<file path="src/rtl/psu_pkg.sv">
// Shared types, codes and helper functions for the PNG scanline unfilter.
// No dependencies; every other file in rtl/ imports this package.
package psu_pkg;

   // Filter type codes carried in the first byte of each row
   typedef enum logic [2:0] {
      FILT_NONE  = 3'd0,
      FILT_SUB   = 3'd1,
      FILT_UP    = 3'd2,
      FILT_AVG   = 3'd3,
      FILT_PAETH = 3'd4
   } filter_kind_type;

   // Configuration register indexes
   localparam logic [0:0] CSR_BPP     = 1'b0;
   localparam logic [0:0] CSR_ROW_LEN = 1'b1;

   localparam int BPP_REG_W   = 3;
   localparam int CSR_DATA_W  = 13;
   localparam int QUEUE_DEPTH = 4;

   // One classified pixel request handed from the front end to the back end
   typedef struct packed {
      logic [7:0]      data;
      filter_kind_type kind;
      logic            first_row;
      logic            failed;
      logic            last;
   } psu_item_type;

   function automatic logic [7:0] avg_pick(input logic [7:0] a, input logic [7:0] b);
      logic [8:0] sum;
      sum = {1'b0, a} + {1'b0, b};
      return sum[8:1];
   endfunction

   function automatic logic [7:0] paeth_pick(input logic [7:0] a, input logic [7:0] b,
                                             input logic [7:0] c);
      logic signed [9:0] pa_s;
      logic signed [9:0] pb_s;
      logic signed [9:0] pc_s;
      logic [9:0]        pa;
      logic [9:0]        pb;
      logic [9:0]        pc;
      logic [7:0]        pick;
      pa_s = $signed({2'b00, b}) - $signed({2'b00, c});
      pb_s = $signed({2'b00, a}) - $signed({2'b00, c});
      pc_s = $signed({2'b00, a}) + $signed({2'b00, b}) - $signed({1'b0, c, 1'b0});
      pa = pa_s[9] ? 10'(-pa_s) : 10'(pa_s);
      pb = pb_s[9] ? 10'(-pb_s) : 10'(pb_s);
      pc = pc_s[9] ? 10'(-pc_s) : 10'(pc_s);
      if (pa <= pb && pa <= pc) begin
         pick = a;
      end else if (pb <= pc) begin
         pick = b;
      end else begin
         pick = c;
      end
      return pick;
   endfunction

endpackage

</file>
<file path="src/rtl/psu_front.sv">
// Front end of the unfilter: accepts requests, tracks row position and filter.
// Depends on psu_pkg; pushes pixel requests into psu_fifo.
module psu_front
   import psu_pkg::*;
#(
   parameter int LEN_W  = 13,
   parameter int ADDR_W = 12
) (
   input  logic              clock,
   input  logic              reset,
   input  logic              req_valid,
   output logic              req_ready,
   input  logic [7:0]        req_data_byte,
   input  logic              req_start_of_image,
   input  logic [LEN_W-1:0]  len_eff,
   input  logic              q_full,
   output logic              q_push,
   output logic [ADDR_W-1:0] q_x,
   output psu_item_type      q_item
);

   logic [LEN_W-1:0] column_ff, column_in;
   logic             first_ff, first_in;
   logic             failed_ff, failed_in;
   filter_kind_type  kind_ff, kind_in;

   logic             accept;
   logic [LEN_W-1:0] col_cur;
   logic             first_cur;
   logic             failed_cur;
   logic             is_last;

   assign req_ready = !q_full;
   assign accept    = req_valid && req_ready;

   always_comb begin
      // start of image restarts row tracking on this very byte
      col_cur    = req_start_of_image ? '0 : column_ff;
      first_cur  = req_start_of_image | first_ff;
      failed_cur = !req_start_of_image & failed_ff;
      is_last    = col_cur >= len_eff;

      column_in = column_ff;
      first_in  = first_ff;
      failed_in = failed_ff;
      kind_in   = kind_ff;
      q_push    = 1'b0;

      q_x              = ADDR_W'(col_cur - 1'b1);
      q_item.data      = req_data_byte;
      q_item.kind      = kind_ff;
      q_item.first_row = first_cur;
      q_item.failed    = failed_cur;
      q_item.last      = is_last;

      if (accept) begin
         failed_in = failed_cur;
         first_in  = first_cur;
         if (col_cur == '0) begin
            // filter byte: latch the kind or flag it, then drop it
            column_in = LEN_W'(1);
            if (req_data_byte > 8'(FILT_PAETH)) begin
               failed_in = 1'b1;
            end else begin
               kind_in = filter_kind_type'(req_data_byte[2:0]);
            end
         end else begin
            q_push = 1'b1;
            if (is_last) begin
               column_in = '0;
               first_in  = 1'b0;
            end else begin
               column_in = col_cur + 1'b1;
            end
         end
      end
   end

   always_ff @(posedge clock) begin
      if (reset) begin
         column_ff <= '0;
         first_ff  <= 1'b1;
         failed_ff <= 1'b0;
         kind_ff   <= FILT_NONE;
      end else begin
         column_ff <= column_in;
         first_ff  <= first_in;
         failed_ff <= failed_in;
         kind_ff   <= kind_in;
      end
   end

endmodule

</file>
<file path="config.mk">
export PLATFORM = sky130hd
export DESIGN_NAME = psu_front
export DESIGN_NICKNAME = d
export VERILOG_FILES = /design/src/rtl/psu_pkg.sv /design/src/rtl/psu_front.sv
export SDC_FILE = /design/constraint.sdc
export NUM_CORES = 1
export LEC_CHECK = 0
export BUFFER_PORTS_ARGS = -buffer_cell sky130_fd_sc_hd__buf_4
export CORE_ASPECT_RATIO = 0.9
export CORE_MARGIN = 4
export CORE_UTILIZATION = 40
export DETAILED_ROUTE_END_ITERATION = 10
export PLACE_DENSITY = 0.65
export REMOVE_ABC_BUFFERS = 1
export SLEW_MARGIN = 20
export SYNTH_ARGS = -nofsm -noshare
export SYNTH_HDL_FRONTEND = slang
export SYNTH_SLANG_ARGS = --single-unit
</file>
<file path="constraint.sdc">
create_clock -name clock -period 16.6 [get_ports clock]
set_clock_uncertainty 0.2 [all_clocks]
set_input_delay 4.98 -clock clock [delete_from_list [all_inputs] [get_ports clock]]
set_output_delay 4.98 -clock clock [all_outputs]
set_load 0.01 [all_outputs]
</file>
# Yosys cells after proc, flatten, opt, wreduce, memory -nomap -nowiden

Index checks and enable logic that the tools add are counted.

Bits in registers: 18
Input bits: 26
Word-level logic and storage cells: 25

$add $sub $neg: 2
$lt $le $gt $ge: 2
Multiplexer cells: 9
Bitwise gates (word level): 3
Reductions and logical operators: 5

Operators by type and width:

| operator                | number |
|---|---|
| $mux W13                | 3 |
| $add A13 B1 Y13 const B | 1 |
| $ge A13 B13 Y1          | 1 |
| $logic_not A13 Y1       | 1 |
| $sub A12 B1 Y12 const B | 1 |
| $gt A8 B3 Y1 const B    | 1 |
| $mux W1                 | 6 |
| $reduce_and A3 Y1       | 1 |
| $logic_not A1 Y1        | 2 |
| $and A1 B1 Y1           | 1 |
| $logic_and A1 B1 Y1     | 1 |
| $not A1 Y1              | 1 |
| $or A1 B1 Y1            | 1 |

# Logic depth before layout (Yosys ltp)

Depth in word-level cells: 4
Gate-level depth with buffers: 12
Gate-level depth less buffers: 10

# Worst setup path before layout

No wires, ideal clock.

Path kind: input -> output
From: input req_start_of_image
To: output q_item[0] (netlist name)
Arrival: 7.537 ns
Slack: 3.883 ns
Cell stages on the path: 12
Path through: clkbuf_1 inv_1 clkbuf_1 nand2_1 ha_1 nand2b_1 maj3_1 a2111oi_0 o311a_1 buf_2 inv_1 buf_4

Longest elaborated chain between the ends: 2

Ends and longest elaborated chain:

| what               | line            | RTL |
|---|---|---|
| start: declaration | psu_front.sv:14 | `input logic req_start_of_image,` |
| $mux W13           | psu_front.sv:38 | `col_cur = req_start_of_image ? '0 : column_ff;` |
| $ge A13 B13 Y1     | psu_front.sv:41 | `is_last = col_cur >= len_eff;` |
| end: declaration   | psu_front.sv:19 | `output psu_item_type q_item` |

Every way passes these cells.

==> summary.md <==
| Metric | Value |
|---|---|
| Status | finished, final reports clean |
| Most numerous cell in the Yosys netlist | nor2_1 |
| Worst vdd ir | 0.0000449 V |
| Post-synth ARST share | 0 |
| Clk pin slew, worst setup/hold paths | around 0.060 ns |
| Antenna viol nets, final | 0 |
| Static leakage | between 0.9 and 1 nW |
| Post-Syn Area per Cell | 7.47 um^2 |
| Final Cell Area | between 2000 and 2500 um^2 |
| Hold Path Class | flip-flop to flip-flop |
| Die Wd | roughly 76 um |
| Bufs on Longest Clock Path | 2 |
| Reg2reg end | column_ff[6] |
| Routability cong. | about 0.83 |
| Arrival time worst endpoint | 7.80 ns |
| R2R Path Start | column_ff[0] |
| Post-synth EDFFs | 0 |
| Hpwl dp | between 3000 and 4000 um |
| DRC viols | 0 |
| Hold-fix buffers, CTS | 0 |
| Final WL | between 3000 and 4000 um |
| Netlist Area Pre-Place | 1670 um^2 |
| Die area | between 5000 and 6000 um^2 |
| IO Count | 54 |
| Post-CTS Setup Bufs | 0 |
| Final Setup Violations | 0 |
| Synth Register Bits | 18 |
| Hold slack final | about 0.25 ns |
| Final period util | 0.782 |
| Largest net degree at the start of global routing | 23 |
| Final hold vios | 0 |
| Area leader, netlist | dfxtp_1 |
| Area Growth Syn to Fin | 21.7% |
| Share of layout cells above drive strength 1 | 0.239 |
| Post-route setup TNS | 0 ns |
| First-pass GRT wire length | 6890 um |
| Worst-Margin Slew | slightly above 0.9 ns |
| TritonRoute pass-1 iters | 4 |
| Clock Latency Late Sink | around 0.25 ns |
| Slew headroom | 0.380 |
| Final net count | approximately 300 |
| CTS resizes | 0 |
| CTS tree | done |
| Tmin final | approximately 13 ns |
| Setup crit start | req_start_of_image |
| Mapped Cells | 224 |
| Post-synth top area share | 0.215 |
| Fmax | 77.0 MHz |
| Initial Util | 0.413 |
| CP max FO | 22 |
| Chip height | just under 70 um |
| Post-synth cell types | 43 |
| Worst setup path endpoint | q_item[0] |
| Via count | between 1500 and 2000 |
| Port Buffer Count | 53 |
| Worst setup path class | input port to primary output |
| Sequential fraction of the synthesis area | 0.215 |
| RSZ-0062 raised after global routing | no |
| R2R cell count | 8 |
| R2R Setup Slk | around 14 ns |
| Ant. Diodes | 0 |
| Main synth FF type | dfxtp_1 |
| Initial antenna violation count | 0 |
| Main area contributors after synthesis | dfxtp_1 22%, ha_1 9.0%, nor2_1 6.3% |
| CTS H-Tree Depth | 1 |
| Pwr Density | 46.4 nW/um^2 |
| Clk root buf | clkbuf_8 |
| Post-DP Area | about 2000 um^2 |
| Core Area | 4050 um^2 |
| Vias per Instance | roughly 5 |
| Yosys Warn Count | 0 |
| Vias in the first global route | 1543 |
| Filler instances | about 410 |
| Max-slew violations | 0 |
| Num CTS Buffers | 3 |
| Tot GR Track Use | 0.152 |
| Startpoint types | input port |
| Worst setup EP type | primary output |
| # rows | 22 |
| CP required | 11.42 ns |
| Max-cap viol count | 0 |
| Top cells by count, synth | 28 x nor2_1, 20 x nand2_1, 18 x dfxtp_1, 18 x inv_1, 14 x nor3_1 |
| 1st-iter DRT viols | between 70 and 80 |
| Per-cell routed wire length | 12.9 um |
| TritonCTS sink count | 18 |
| GRT overflow | 0 |
## placed cells by master, fill, tap and decap left out, types with 8 or more instances in the layout
| cell type | netlist | layout |
|---|---|---|
| ha_1 | 12 | 12 |
| xor2_1 | 9 | 9 |
| a32oi_1 | 9 | 9 |
| buf_4 | 11 | 53 |
| nor2_1 | 28 | 28 |
| inv_1 | 18 | 18 |
| nand2_1 | 20 | 20 |
| a21oi_1 | 8 | 8 |
| nor3_1 | 14 | 14 |
| dfxtp_1 | 18 | 18 |
| nor2b_1 | 11 | 11 |
## where the power goes
group	total, W	internal [W]	switching (W)	leakage, nW
combinational	0.0000214	0.0000108	0.0000106	0.820
clock	0.0000292	0.0000161	0.0000131	0.0216
sequential	0.0000439	0.0000436	0.000000302	0.145
## worst min path at each step
stage | endpoint | cells after the start | start | slack (ns)
finish | first_ff | 2 | first_ff | 0.25
floorplan | first_ff | 2 | first_ff | 0.23
global placement | first_ff | 2 | first_ff | 0.24
global route | first_ff | 2 | first_ff | 0.27
detailed placement | first_ff | 2 | first_ff | 0.25
CTS | first_ff | 2 | first_ff | 0.26
## cell families (layout without fill, tap and decap cells)
group,count (synthesis),count (layout),synth area share
multiplexers,4,4,0.0239
flip-flops,18,18,0.215
AO/OA/AOI/OAI,32,32,0.140
adder cells (fa/ha/maj),13,13,0.0957
AND/OR/NAND/NOR,103,103,0.325
XOR/XNOR,15,15,0.0785
buffers and inverters,39,74,0.122
## state kept, by name, indices dropped and copies added, names as in the netlist
name       count
first_ff       1
column_ff     13
kind_ff        3
failed_ff      1
## final cells by class
| cell class | count | area (um^2) | share of cell area |
|---|---|---|---|
| well taps | 48 | 60.1 | 0.0295 |
| flip-flops and latches | 18 | 360 | 0.177 |
| repair buffers | 53 | 398 | 0.195 |
| multi-input cells | 167 | 1110 | 0.545 |
| clock buffers | 3 | 41.3 | 0.0203 |
| inverters | 18 | 67.6 | 0.0332 |
## through the flow
step                      setup WS [ns]  utilization  power [W]  std cells
after global routing               3.35        0.503   0.000100        307
after detailed placement           3.63        0.493  0.0000665        304
final                              3.62        0.503  0.0000945        307
after floorplan                    4.33            -  0.0000537        203
after global placement             3.73        0.493  0.0000663        304
after CTS                          3.61        0.503  0.0000964        307
## worst max-delay path: stages
cell and delay, ns:
buf_4 0.18, inv_1 0.31, nand2_1 0.23, ha_1 0.32, nand2b_1 0.14, maj3_1 0.36, a2111oi_0 0.46, o311a_1 0.57
inv_1 0.09, buf_4 0.16
## layer usage
layer  GRT usage  up-vias  part of all wire  wire, um
met1       0.210      694              0.49      1930
met4      0.0350        0            0.0068        27
met3      0.0247        4             0.049       194
met5           0        -                 0         0
met2       0.246       37              0.46      1800
li1            -      837                 -         -
Power figures use the tool's default switching activity.
