`src/rtl/psu_pkg.sv`:
```
// Shared types, codes and helper functions for the PNG scanline unfilter.
// No dependencies; every other file in rtl/ imports this package.
package psu_pkg;

   // Filter type codes carried in the first byte of each row
   typedef enum logic [2:0] {
      FILT_NONE  = 3'd0,
      FILT_SUB   = 3'd1,
      FILT_UP    = 3'd2,
      FILT_AVG   = 3'd3,
      FILT_PAETH = 3'd4
   } filter_kind_type;

   // Configuration register indexes
   localparam logic [0:0] CSR_BPP     = 1'b0;
   localparam logic [0:0] CSR_ROW_LEN = 1'b1;

   localparam int BPP_REG_W   = 3;
   localparam int CSR_DATA_W  = 13;
   localparam int QUEUE_DEPTH = 4;

   // One classified pixel request handed from the front end to the back end
   typedef struct packed {
      logic [7:0]      data;
      filter_kind_type kind;
      logic            first_row;
      logic            failed;
      logic            last;
   } psu_item_type;

   function automatic logic [7:0] avg_pick(input logic [7:0] a, input logic [7:0] b);
      logic [8:0] sum;
      sum = {1'b0, a} + {1'b0, b};
      return sum[8:1];
   endfunction

   function automatic logic [7:0] paeth_pick(input logic [7:0] a, input logic [7:0] b,
                                             input logic [7:0] c);
      logic signed [9:0] pa_s;
      logic signed [9:0] pb_s;
      logic signed [9:0] pc_s;
      logic [9:0]        pa;
      logic [9:0]        pb;
      logic [9:0]        pc;
      logic [7:0]        pick;
      pa_s = $signed({2'b00, b}) - $signed({2'b00, c});
      pb_s = $signed({2'b00, a}) - $signed({2'b00, c});
      pc_s = $signed({2'b00, a}) + $signed({2'b00, b}) - $signed({1'b0, c, 1'b0});
      pa = pa_s[9] ? 10'(-pa_s) : 10'(pa_s);
      pb = pb_s[9] ? 10'(-pb_s) : 10'(pb_s);
      pc = pc_s[9] ? 10'(-pc_s) : 10'(pc_s);
      if (pa <= pb && pa <= pc) begin
         pick = a;
      end else if (pb <= pc) begin
         pick = b;
      end else begin
         pick = c;
      end
      return pick;
   endfunction

endpackage

```
`src/rtl/psu_fifo.sv`:
```
// Short request queue between the unfilter front end and back end.
// Depends on psu_pkg only through the importing convention of the project.
module psu_fifo
   import psu_pkg::*;
#(
   parameter int WIDTH = 24,
   parameter int DEPTH = 4
) (
   input  logic             clock,
   input  logic             reset,
   input  logic             push,
   input  logic [WIDTH-1:0] wr_data,
   input  logic             pop,
   output logic [WIDTH-1:0] rd_data,
   output logic             empty,
   output logic             full
);

   localparam int PTR_W = (DEPTH > 1) ? $clog2(DEPTH) : 1;
   localparam int CNT_W = $clog2(DEPTH + 1);

   logic [WIDTH-1:0] slot_ff [DEPTH];
   logic [PTR_W-1:0] wr_ptr_ff, wr_ptr_in;
   logic [PTR_W-1:0] rd_ptr_ff, rd_ptr_in;
   logic [CNT_W-1:0] count_ff, count_in;

   assign empty   = (count_ff == '0);
   assign full    = (count_ff == CNT_W'(DEPTH));
   assign rd_data = slot_ff[rd_ptr_ff];

   always_comb begin
      wr_ptr_in = wr_ptr_ff;
      rd_ptr_in = rd_ptr_ff;
      if (push) begin
         wr_ptr_in = (wr_ptr_ff == PTR_W'(DEPTH - 1)) ? '0 : wr_ptr_ff + 1'b1;
      end
      if (pop) begin
         rd_ptr_in = (rd_ptr_ff == PTR_W'(DEPTH - 1)) ? '0 : rd_ptr_ff + 1'b1;
      end
      case ({push, pop})
         2'b10:   count_in = count_ff + 1'b1;
         2'b01:   count_in = count_ff - 1'b1;
         default: count_in = count_ff;
      endcase
   end

   always_ff @(posedge clock) begin
      if (reset) begin
         wr_ptr_ff <= '0;
         rd_ptr_ff <= '0;
         count_ff  <= '0;
      end else begin
         wr_ptr_ff <= wr_ptr_in;
         rd_ptr_ff <= rd_ptr_in;
         count_ff  <= count_in;
      end
   end

   always_ff @(posedge clock) begin
      if (push) begin
         slot_ff[wr_ptr_ff] <= wr_data;
      end
   end

endmodule

```
`config.mk`:
```
export PLATFORM = sky130hd
export DESIGN_NAME = psu_fifo
export DESIGN_NICKNAME = d
export VERILOG_FILES = /design/src/rtl/psu_pkg.sv /design/src/rtl/psu_fifo.sv
export SDC_FILE = /design/constraint.sdc
export NUM_CORES = 1
export LEC_CHECK = 0
export BUFFER_PORTS_ARGS = -buffer_cell sky130_fd_sc_hd__buf_2
export CAP_MARGIN = 15
export CORE_UTILIZATION = 30
export DETAILED_ROUTE_END_ITERATION = 10
export SKIP_LAST_GASP = 1
export SLEW_MARGIN = 20
export SYNTH_ARGS = -nofsm -noshare
export SYNTH_HDL_FRONTEND = slang
export SYNTH_SLANG_ARGS = --single-unit
```
`constraint.sdc`:
```
create_clock -name clock -period 1.8 [get_ports clock]
set_input_delay 0.36 -clock clock [delete_from_list [all_inputs] [get_ports clock]]
set_output_delay 0.36 -clock clock [all_outputs]
set_load 0.005 [all_outputs]
```
== Yosys cells after proc, flatten, opt, wreduce, memory -nomap -nowiden ==
Memory sizes are Yosys's and may differ from the RTL's. A register that Yosys moved wholly into a read port is not among the register bits.
Cells that the tools add are included.
W data, S select, Z words.

* Add/sub/neg operators: 4
* Reduce and logical (&&, ||, !) cells: 2
* Mux-type cells: 7
* Eq/ne operators: 5

{| class="wikitable"
|+ Operators by type and width
! operator !! number
|-
| $mux W2 || 4
|-
| $eq A2 B2 Y1 const B || 3
|-
| $pmux W3 S2 || 1
|-
| $add A2 B1 Y2 const B || 2
|-
| $add A3 B1 Y3 const B || 1
|-
| $eq A3 B3 Y1 const B || 1
|-
| $logic_not A3 Y1 || 1
|-
| $sub A3 B1 Y3 const B || 1
|-
| $eq A2 B1 Y1 const B || 1
|-
| $mux W1 || 2
|-
| $reduce_bool A2 Y1 || 1
|}

* Memory bits (writable): 96
* Output and inout bits: 26
* Word-level logic and storage cells: 22
* Memories kept: 1
* Register bits after elaboration: 7

{| class="wikitable"
|+ Memory list
! name !! words !! bits a word !! read ports !! clocked after memory_dff !! wr ports !! line !! text
|-
| slot_ff || 4 || 24 || 1 || 1 || 1 || psu_fifo.sv:22 || <nowiki>logic [WIDTH-1:0] slot_ff [DEPTH];</nowiki>
|}

== Logic depth before layout (Yosys ltp) ==
Gate-level depths: netlist (run 1).

* Word-level depth: 4
* Mapped depth: 7

== Worst setup path before layout (run 1) ==
OpenSTA, ideal clock, no wires.

* Kind: input -> register
* Start: input port push
* End: register count_ff[2]
* Path buffers: 0
* Stages on the path: 7
* Path slack: 172 ps
* Data arrival time: 1,558 ps
* Cell sequence: inv_1 -> ha_1 -> inv_1 -> fa_1 -> xor2_1 -> or3_1 -> a21oi_1

* Cells in the longest elaborated chain, start to end: 2

{| class="wikitable"
|+ Ends and longest elaborated chain
! what !! line !! text
|-
| start, declared || psu_fifo.sv:11 || <nowiki>input logic push,</nowiki>
|-
| $eq A2 B1 Y1 or $eq A2 B2 Y1 (tied branches) || psu_fifo.sv:40 || <nowiki>case ({push, pop})</nowiki>
|-
| $pmux W3 S2 or $reduce_bool A2 Y1 (tied branches) || - ||
|-
| end signal, assigned || psu_fifo.sv:55 || <nowiki>count_ff <= count_in;</nowiki>
|-
| end, declared || psu_fifo.sv:25 || <nowiki>logic [CNT_W-1:0] count_ff, count_in;</nowiki>
|}

Several ways; a longest one is shown, not always the timed one.
A chain may end at the register's enable or synchronous reset.

==> impl_metrics.yaml, run 1 <==
sta:
  finalCritPeriodShare_pct: 110
  setup-violations-final: 24
  final_max_slew_viol_count: 0
  max_freq_mhz: 506
  period_needed_ns: 1.98
  rsz0062_at_grt: "yes"
  hold_ws_ns: 0.228
  worstMarginPinSlew_ns: 0.241
  hold_viol_final: 0
  clock_skew_ns: 0.00596
  slew_headroom_pct: 84.0
  fin_ws_ns: -0.176
setup_path:
  cp-start-kind: "flop"
  worstSetupPathType: "flop to output pin"
  crit_cells: 4
  worstPathRequired_ns: 1.44
  critical-path-max-stage-delay_ns: 0.50
  rr_worst_depth: 5
  cp_common_cell: "buf_12"
  end_kind: "output pin"
  slowest_stage: "mux4_2"
  crit_buf_inv: 3
  worstPathMaxFanout: 8
  crit_arrival_ns: 1.62
  crit_family: "multiplexers"
  cp_cell_sequence: "buf_12 -> buf_12 -> mux4_2 -> buf_2"
synth:
  ys_top_cells_by_area: "edfxtp_1, mux4_2, dfxtp_1, mux4_1, ha_1"
  synth_nets: 209
  synth.most_common_cell: "edfxtp_1"
  ys.flop_type: "edfxtp_1"
  async_flop_share_pct: 0
  synth_edf_count: 96
  yosys.area.top_type_share_pct: 73.0
  yosysSeqAreaShare_pct: 77.5
  synth_commonest_cells: "edfxtp_1, mux4_2, dfxtp_1"
  ys_ff_latch: 105
  syn_avg_cell_area_sq_um: 22.7
  ys_types: 21
  synth_cells: 174
  ys_warn_count: 0
  synth_top_area_cell: "edfxtp_1"
  netlist_area_sq_mm: 0.00395
cells_and_area:
  nets: 285
  drive_above_1_share_pct: 42.9
  fin_util_pct: 38.5
  diodes: 0
  syn_to_final_growth_pct: 23.8
hold_path:
  min_path_type: "input port to flop"
  holdPathStages: 1
pwr:
  p_leak_nw: 1.71
  p_per_area_mw_per_mm2: 1070
  vdd.ir_drop.worst_mv: 0.529
clocking:
  cts.sinks: 105
  tritoncts: "yes"
  root_buffer: "clkbuf_16"
  cts_buffer_depth: 2
  clk_pin_slew_ns: 0.07
  cts_hold_buf: 0
  insertion_delay_ns: 0.34
  htree_levels: 3
  cts_made_buffers: 9
global_route:
  grt_overflow: 0
  grt_max_degree: 25
  antenna_found_initial: 0
  grt_pass1_wl_microns: 10600
  grt_pass1_vias: 1954
  grt_use_total_pct: 11.3
route:
  drtIter0Drc: 101
  wl_microns: 6820
  drc: 0
  vias_per_cell: 4.29
  firstDrtPassIters: 4
  ant_nets: 0
  dr_total_vias: 1829
  wl_per_cell_microns: 16.0
die:
  core_sq_mm: 0.0127
  die_x_microns: 117
  die_y_microns: 117
  initial_core_util_pct: 31.1
  die-area_sq_mm: 0.0136
  row_count: 41
  boundaryPins: 54
status:
  run_status: "complete, but fails checks"
  violations: "setup timing"
place:
  place_congestion: 0.629
  dp_hpwl_microns: 4260
  io_buffers: 53
flow_run:
  drv_cap: 0
## state kept, by name (all words and copies together) (netlist names), named ones only
name       count
slot_ff       96
rd_ptr_ff      2
count_ff       3
wr_ptr_ff      2
## layer usage
metal	vias up	track usage (%)	part of all wire [%]
li1	860	-	-
met1	920	13.7	45
met2	43	17.9	48
met3	6	4.77	5.7
met4	0	4.05	1.2
met5	-	0	0
## cell families (layout without fill, tap and decap cells)
group | Yosys count | in the layout | synth area share [%]
and+or+nand+nor | 16 | 16 | 2.12
adders and majority gates | 7 | 7 | 2.41
buffers and inverters | 13 | 93 | 2.31
muxes | 26 | 26 | 14.6
DFF | 105 | 105 | 77.5
xor gates and xnor gates | 2 | 2 | 0.443
AOI/OAI and AO/OA | 5 | 5 | 0.633
## layout by cell type, fill, tap and decap left out, types with 2 or more instances in the layout
cell type,count
dfxtp_1,8
clkbuf_16,9
inv_1,7
mux2i_1,2
a21oi_1,4
ha_1,6
inv_6,2
buf_2,52
nor2_1,7
nor3b_1,2
buf_12,7
mux4_2,22
edfxtp_1,96
and2_1,4
mux4_1,2
xor2_1,2
buf_4,11
## worst reg2reg max path, cell delays in order, from the launching register on
cell	delay, ns
dfxtp_1	0.36
inv_1	0.08
fa_1	0.45
xor2_1	0.16
or3_1	0.30
a21oi_1	0.14
## report_power, final
| group | leakage [nW] | internal [mW] | switching (mW) |
|---|---|---|---|
| sequential | 0.957 | 2.77 | 0.0328 |
| clock | 0.144 | 1.09 | 0.850 |
| combinational | 0.604 | 0.263 | 0.227 |
## through the flow
stage | TNS [ns] | instances | cell area (sq um) | setup slack, ns | total power, mW
floorplan | 0 | 174 | 3950 | 0.172 | 3.11
global placement | 0 | 405 | 4500 | 0.0512 | 3.31
detailed placement | -0.00861 | 405 | 4500 | -0.00861 | 3.32
CTS | -4.14 | 426 | 4900 | -0.209 | 5.32
global route | -4.70 | 426 | 4890 | -0.251 | 5.47
finish | -3.03 | 426 | 4890 | -0.176 | 5.24
## timing repair
| item | 4_1_cts | 5_1_grt |
|---|---|---|
| gates resized for setup | 4 | 2 |
| endpoints found under the setup margin | 24 | 24 |
| setup buffers | 6 | 1 |
## final cells by class
| type | instances | area, sq um |
|---|---|---|
| multi-input cells | 56 | 790 |
| inverters | 7 | 26.3 |
| flip-flops and latches | 105 | 3070 |
| clock buffers | 9 | 225 |
| fillers | 1198 | 7830 |
| well taps | 172 | 215 |
| repair buffers | 71 | 494 |
| clock inverters | 6 | 75.1 |
## path summary, 6_finish.rpt
path / start / endpoint / slack [ns]
worst max-delay path: flop / rd_data[15] / -0.18
worst min-delay path: wr_data[12] / slot_ff[2][12]$_DFFE_PP_ / 0.23
worst max register to register: count_ff[0]$_SDFFE_PP0P_ / count_ff[2]$_SDFFE_PP0P_ / 0.25
worst min register to register: count_ff[2]$_SDFFE_PP0P_ / count_ff[2]$_SDFFE_PP0P_ / 0.52
Note: power is estimated with default switching activity, not from simulation.
==> run 2: changes to the inputs <==
--- a/config.mk
+++ b/config.mk
@@ -5,10 +5,14 @@
 export SDC_FILE = /design/constraint.sdc
 export NUM_CORES = 1
 export LEC_CHECK = 0
+export ABC_AREA = 1
 export BUFFER_PORTS_ARGS = -buffer_cell sky130_fd_sc_hd__buf_2
 export CAP_MARGIN = 15
+export CELL_PAD_IN_SITES_DETAIL_PLACEMENT = 1
+export CELL_PAD_IN_SITES_GLOBAL_PLACEMENT = 1
 export CORE_UTILIZATION = 30
 export DETAILED_ROUTE_END_ITERATION = 10
+export PLACE_DENSITY_LB_ADDON = 0.1
 export SKIP_LAST_GASP = 1
 export SLEW_MARGIN = 20
 export SYNTH_ARGS = -nofsm -noshare
==> impl_metrics.yaml, run 2 <==
clocking:
  tritoncts: "yes"
  cts_hold_buf: 0
  insertion_delay_ns: 0.34
  clk_pin_slew_ns: 0.07
  cts.sinks: 105
  cts_buffer_depth: 2
  root_buffer: "clkbuf_16"
  cts_made_buffers: 9
  htree_levels: 3
cells_and_area:
  final_common_cell: "edfxtp_1"
  drive_above_1_share_pct: 34.3
  diodes: 0
  fillers: 1424
  largest_reg_flops: 96
  fin_util_pct: 37.9
  finalNonFillerCells: 537
  syn_to_final_growth_pct: 21.2
  largest_register: "slot_ff"
  nets: 391
  reg.largest.list: "slot_ff: 96 flops, count_ff: 3 flops"
  final_cell_mix: "edfxtp_1, buf_2, nor2_1, o21ai_0, o21ai_1"
  fin_area_sq_mm: 0.00507
sta:
  slew_headroom_pct: 81.3
  clock_skew_ns: 0.00690
  hold_viol_final: 0
  final_max_slew_viol_count: 0
  hold_ws_ns: 0.221
  period_needed_ns: 1.76
  rsz0062_at_grt: "yes"
  max_freq_mhz: 567
  worstMarginPinSlew_ns: 0.280
  finalCritPeriodShare_pct: 98.0
  fin_ws_ns: 0.0365
  setup-violations-final: 0
global_route:
  grt_use_total_pct: 13.5
  grt_max_degree: 29
  grt_pass1_vias: 2619
  antenna_found_initial: 0
  grt_pass1_wl_microns: 14300
  grt_overflow: 0
die:
  boundaryPins: 54
  row_count: 42
  core_sq_mm: 0.0134
  initial_core_util_pct: 31.2
  die-area_sq_mm: 0.0144
  die_y_microns: 120
  die_x_microns: 120
setup_path:
  end_kind: "output pin"
  crit_arrival_ns: 1.40
  worstPathMaxFanout: 28
  cp-start-kind: "flop"
  cp_cell_sequence: "inv_2 -> buf_12 -> nor2_2 -> o22ai_2 -> buf_2"
  worstPathRequired_ns: 1.44
  crit_family: "buffers and inverters"
  slowest_stage: "dfxtp_2"
  worstSetupPathType: "flop to output pin"
  critical-path-max-stage-delay_ns: 0.34
  crit_buf_inv: 3
synth:
  synth_cells: 292
  synth_commonest_cells: "edfxtp_1, o21ai_0, nor2_1"
  ys_top_cells_by_area: "edfxtp_1, o22ai_2, o21ai_0, dfxtp_1, nor2_2"
  netlist_area_sq_mm: 0.00419
  yosys.area_share.adder_pct: 2.27
  async_flop_share_pct: 0
  synth.most_common_cell: "edfxtp_1"
  synth-simple-area-share_pct: 7.41
  ys_ff_latch: 105
  synth_compound_area_share_pct: 13.4
  syn_avg_cell_area_sq_um: 14.3
  synth_top_area_cell: "edfxtp_1"
  synth_top_family_by_area: "compound AO/OA/AOI/OAI gates"
  ys_types: 21
  synth-xor-area-share_pct: 0
  synthMuxAreaShare_pct: 0
  ys.flop_type: "edfxtp_1"
  yosysSeqAreaShare_pct: 73.2
  ys_warn_count: 0
  yosys.area.top_type_share_pct: 68.9
  synth_nets: 327
  synth_edf_count: 96
place:
  dp_cells: 521
  dp_slack_ns: 0.120
  place_area_sq_mm: 0.00476
  place_congestion: 0.722
  io_buffers: 53
  dp_hpwl_microns: 5770
route:
  firstDrtPassIters: 4
  ant_nets: 0
  dr_total_vias: 2458
  drtIter0Drc: 84
  wl_microns: 8960
  vias_per_cell: 4.58
  wl_per_cell_microns: 16.7
  drc: 0
pwr:
  p_leak_nw: 1.84
  p_per_area_mw_per_mm2: 1050
  vdd.ir_drop.worst_mv: 0.422
status:
  run_status: "finished clean"
hold_path:
  min_path_type: "input port to flop"
flow_run:
  drv_cap: 0
-- run 2: kinds of logic after synthesis --
group,after synthesis
buffers and inverters,32
AO/OA/AOI/OAI,81
adder cells (fa/ha/maj),7
flip-flops,105
AND/OR/NAND/NOR,67
-- run 2: worst reg2reg max path, delay by kind of cell (launching register included) --
kind / cells / cell delay, ns
fa+ha+maj: 1 / 0.15
buf+inv: 3 / 0.54
flops: 1 / 0.35
simple gates: 1 / 0.05
-- run 2: worst paths after layout --
path	to	cells past startpoint	slack (ns)	startpoint
worst max register to register	slot_ff[0][21]$_DFFE_PP_	5	0.39	wr_ptr_ff[0]$_SDFFE_PP0P_
worst min register to register	flop	2	0.54	rd_ptr_ff[1]$_SDFFE_PP0P_
worst max-delay path	rd_data[12]	5	0.04	flop
worst min-delay path	wr_ptr_ff[0]$_SDFFE_PP0P_	2	0.22	reset
-- run 2: stage by stage --
step / power [mW] / TNS (ns)
6_report: 5.35 / 0
5_1_grt: 5.58 / -0.252
2_1_floorplan: 3.19 / 0
3_5_place_dp: 3.48 / 0
3_3_place_gp: 3.47 / 0
4_1_cts: 5.44 / -0.0535
-- run 2: layout make-up --
| cell class | instances | area, sq um | share of cell area, % |
|---|---|---|---|
| well taps | 176 | 220 | 4.34 |
| flip-flops and latches | 105 | 3070 | 60.4 |
| clock inverters | 3 | 42.5 | 0.838 |
| clock buffers | 13 | 250 | 4.93 |
| inverters | 18 | 70.1 | 1.38 |
| repair buffers | 67 | 460 | 9.07 |
| multi-input cells | 155 | 966 | 19.0 |
-- run 2: routing by layer --
metal / share of wire, % / wire length [microns] / global-route usage (%)
met5: 0 / 0 / 0
met2: 49 / 4410 / 22.3
met3: 3.8 / 341 / 4.13
met1: 46 / 4080 / 16.6
met4: 1.3 / 116 / 4.45
-- run 2: report_power, final --
part	internal (mW)	leakage, nW	switching (mW)
clock network	1.12	0.140	0.808
logic	0.252	0.748	0.356
registers	2.78	0.957	0.0376
total	4.14	1.84	1.20
-- run 2: repair_timing --
item | CTS | global route
gates cloned | 0 | 0
pin swaps | 1 | 1
resized for setup | 5 | 17
buffers inserted | 0 | 0
setup endpoints to repair | 4 | 20
==> run 3: changes to the inputs <==
--- a/config.mk
+++ b/config.mk
@@ -10,6 +10,7 @@
 export CAP_MARGIN = 15
 export CELL_PAD_IN_SITES_DETAIL_PLACEMENT = 1
 export CELL_PAD_IN_SITES_GLOBAL_PLACEMENT = 1
+export CORE_ASPECT_RATIO = 1.5
 export CORE_UTILIZATION = 30
 export DETAILED_ROUTE_END_ITERATION = 10
 export PLACE_DENSITY_LB_ADDON = 0.1
==> impl_metrics.yaml, run 3 (synthesized netlist as in run 2, its figures left out) <==
global_route:
  grt_pass1_vias: 2651
  grt_overflow: 0
  antenna_found_initial: 0
  grt_pass1_wl_microns: 14200
  grt_use_total_pct: 13.4
  grt_max_degree: 29
pwr:
  p_leak_nw: 1.84
  intPower_mw: 4.09
  seqPwrFrac_pct: 53.3
  power_mw: 5.28
  switching_share_pct: 22.6
  p_sw_mw: 1.19
  power_frac_clock_pct: 34.9
  pwr-share-comb_pct: 11.8
  p_per_area_mw_per_mm2: 1040
  vdd.ir_drop.worst_mv: 0.401
place:
  dp_cells: 505
  place_area_sq_mm: 0.00473
  dp_hpwl_microns: 5420
  dp_slack_ns: 0.0784
  io_buffers: 53
  place_congestion: 0.645
cells_and_area:
  reg.largest.list: "slot_ff: 96 flops, count_ff: 3 flops"
  largest_reg_flops: 96
  syn_to_final_growth_pct: 21.1
  nets: 390
  largest_register: "slot_ff"
  finalNonFillerCells: 520
  fin_area_sq_mm: 0.00507
  diodes: 0
  fin_util_pct: 37.5
  drive_above_1_share_pct: 34.1
  final_cell_mix: "edfxtp_1, buf_2, o21ai_0, nor2_1, o22ai_2"
  final_common_cell: "edfxtp_1"
clocking:
  cts_made_buffers: 9
  root_buffer: "clkbuf_16"
  insertion_delay_ns: 0.34
  cts.sinks: 105
  cts_buffer_depth: 2
  htree_levels: 3
  tritoncts: "yes"
  clk_pin_slew_ns: 0.06
  cts_hold_buf: 0
  cts_setup_buffers: 0
die:
  die-area_sq_mm: 0.0144
  core_sq_mm: 0.0135
  die_x_microns: 98.5
  die_y_microns: 147
  boundaryPins: 54
  row_count: 52
  initial_core_util_pct: 30.9
sta:
  period_needed_ns: 1.75
  fin_ws_ns: 0.0501
  slew_headroom_pct: 82.2
  rsz0062_at_grt: "yes"
  clock_skew_ns: 0.00385
  max_freq_mhz: 571
  setup_tns_ns: 0
  hold_viol_final: 0
  hold_ws_ns: 0.214
  finalCritPeriodShare_pct: 97.2
  setup-violations-final: 0
  final_max_slew_viol_count: 0
  worstMarginPinSlew_ns: 0.265
route:
  drc: 2
  vias_per_cell: 4.84
  wl_per_cell_microns: 17.6
  wl_microns: 9140
  firstDrtPassIters: 9
  ant_nets: 0
  drtIter0Drc: 97
  dr_total_vias: 2518
setup_path:
  crit_arrival_ns: 1.39
  worstPathMaxFanout: 20
  worstSetupPathType: "flop to output pin"
  worstPathRequired_ns: 1.44
  cp-start-kind: "flop"
  end_kind: "output pin"
status:
  run_status: "complete, but fails checks"
  violations: "DRC"
flow_run:
  drv_cap: 0
hold_path:
  min_path_type: "input port to flop"
-- run 3: cell types whose count changed in the layout (fill, tap and decap cells not counted), sizes merged --
cell,before,now
clkbuf,13,10
buf,67,65
clkinv,1,3
-- run 3: final cells by class --
cell class	instances	area (sq um)
flip-flops and latches	105	3070
multi-input cells	155	972
clock buffers	9	225
fillers	1430	8460
clock inverters	5	48.8
inverters	18	72.6
well taps	162	203
repair buffers	66	479
-- run 3: routing by layer --
metal  part of all wire (%)  GRT usage [%]
met2                     53           23.5
met3                    3.2           2.58
met1                     43           15.7
met4                    1.6           6.04
met5                      0              0
-- run 3: critical path: stages (launching register included) --
cell	delay, ns
dfxtp_4	0.37
inv_4	0.11
buf_12	0.18
nor2_1	0.05
o22ai_1	0.20
buf_2	0.15
-- run 3: repair_timing --
action	CTS	global route
gates resized for setup	8	15
cloned	0	1
setup endpoints to repair	21	16
-- run 3: worst paths after layout --
check	start	to	slack, ns	depth (start not counted)
hold reg to reg	rd_ptr_ff[1]$_SDFFE_PP0P_	flop	0.55	2
setup reg to reg	count_ff[0]$_SDFFE_PP0P_	count_ff[2]$_SDFFE_PP0P_	0.48	7
hold / removal	reset	wr_ptr_ff[0]$_SDFFE_PP0P_	0.21	2
setup / recovery	flop	rd_data[18]	0.05	5
-- run 3: power groups by stage --
stage / clock network (mW) / logic [mW] / registers (mW)
3_3_place_gp: 0 / 0.604 / 2.86
4_1_cts: 1.90 / 0.624 / 2.81
5_1_grt: 1.99 / 0.699 / 2.82
2_1_floorplan: 0 / 0.335 / 2.86
3_5_place_dp: 0 / 0.615 / 2.87
6_report: 1.84 / 0.624 / 2.81
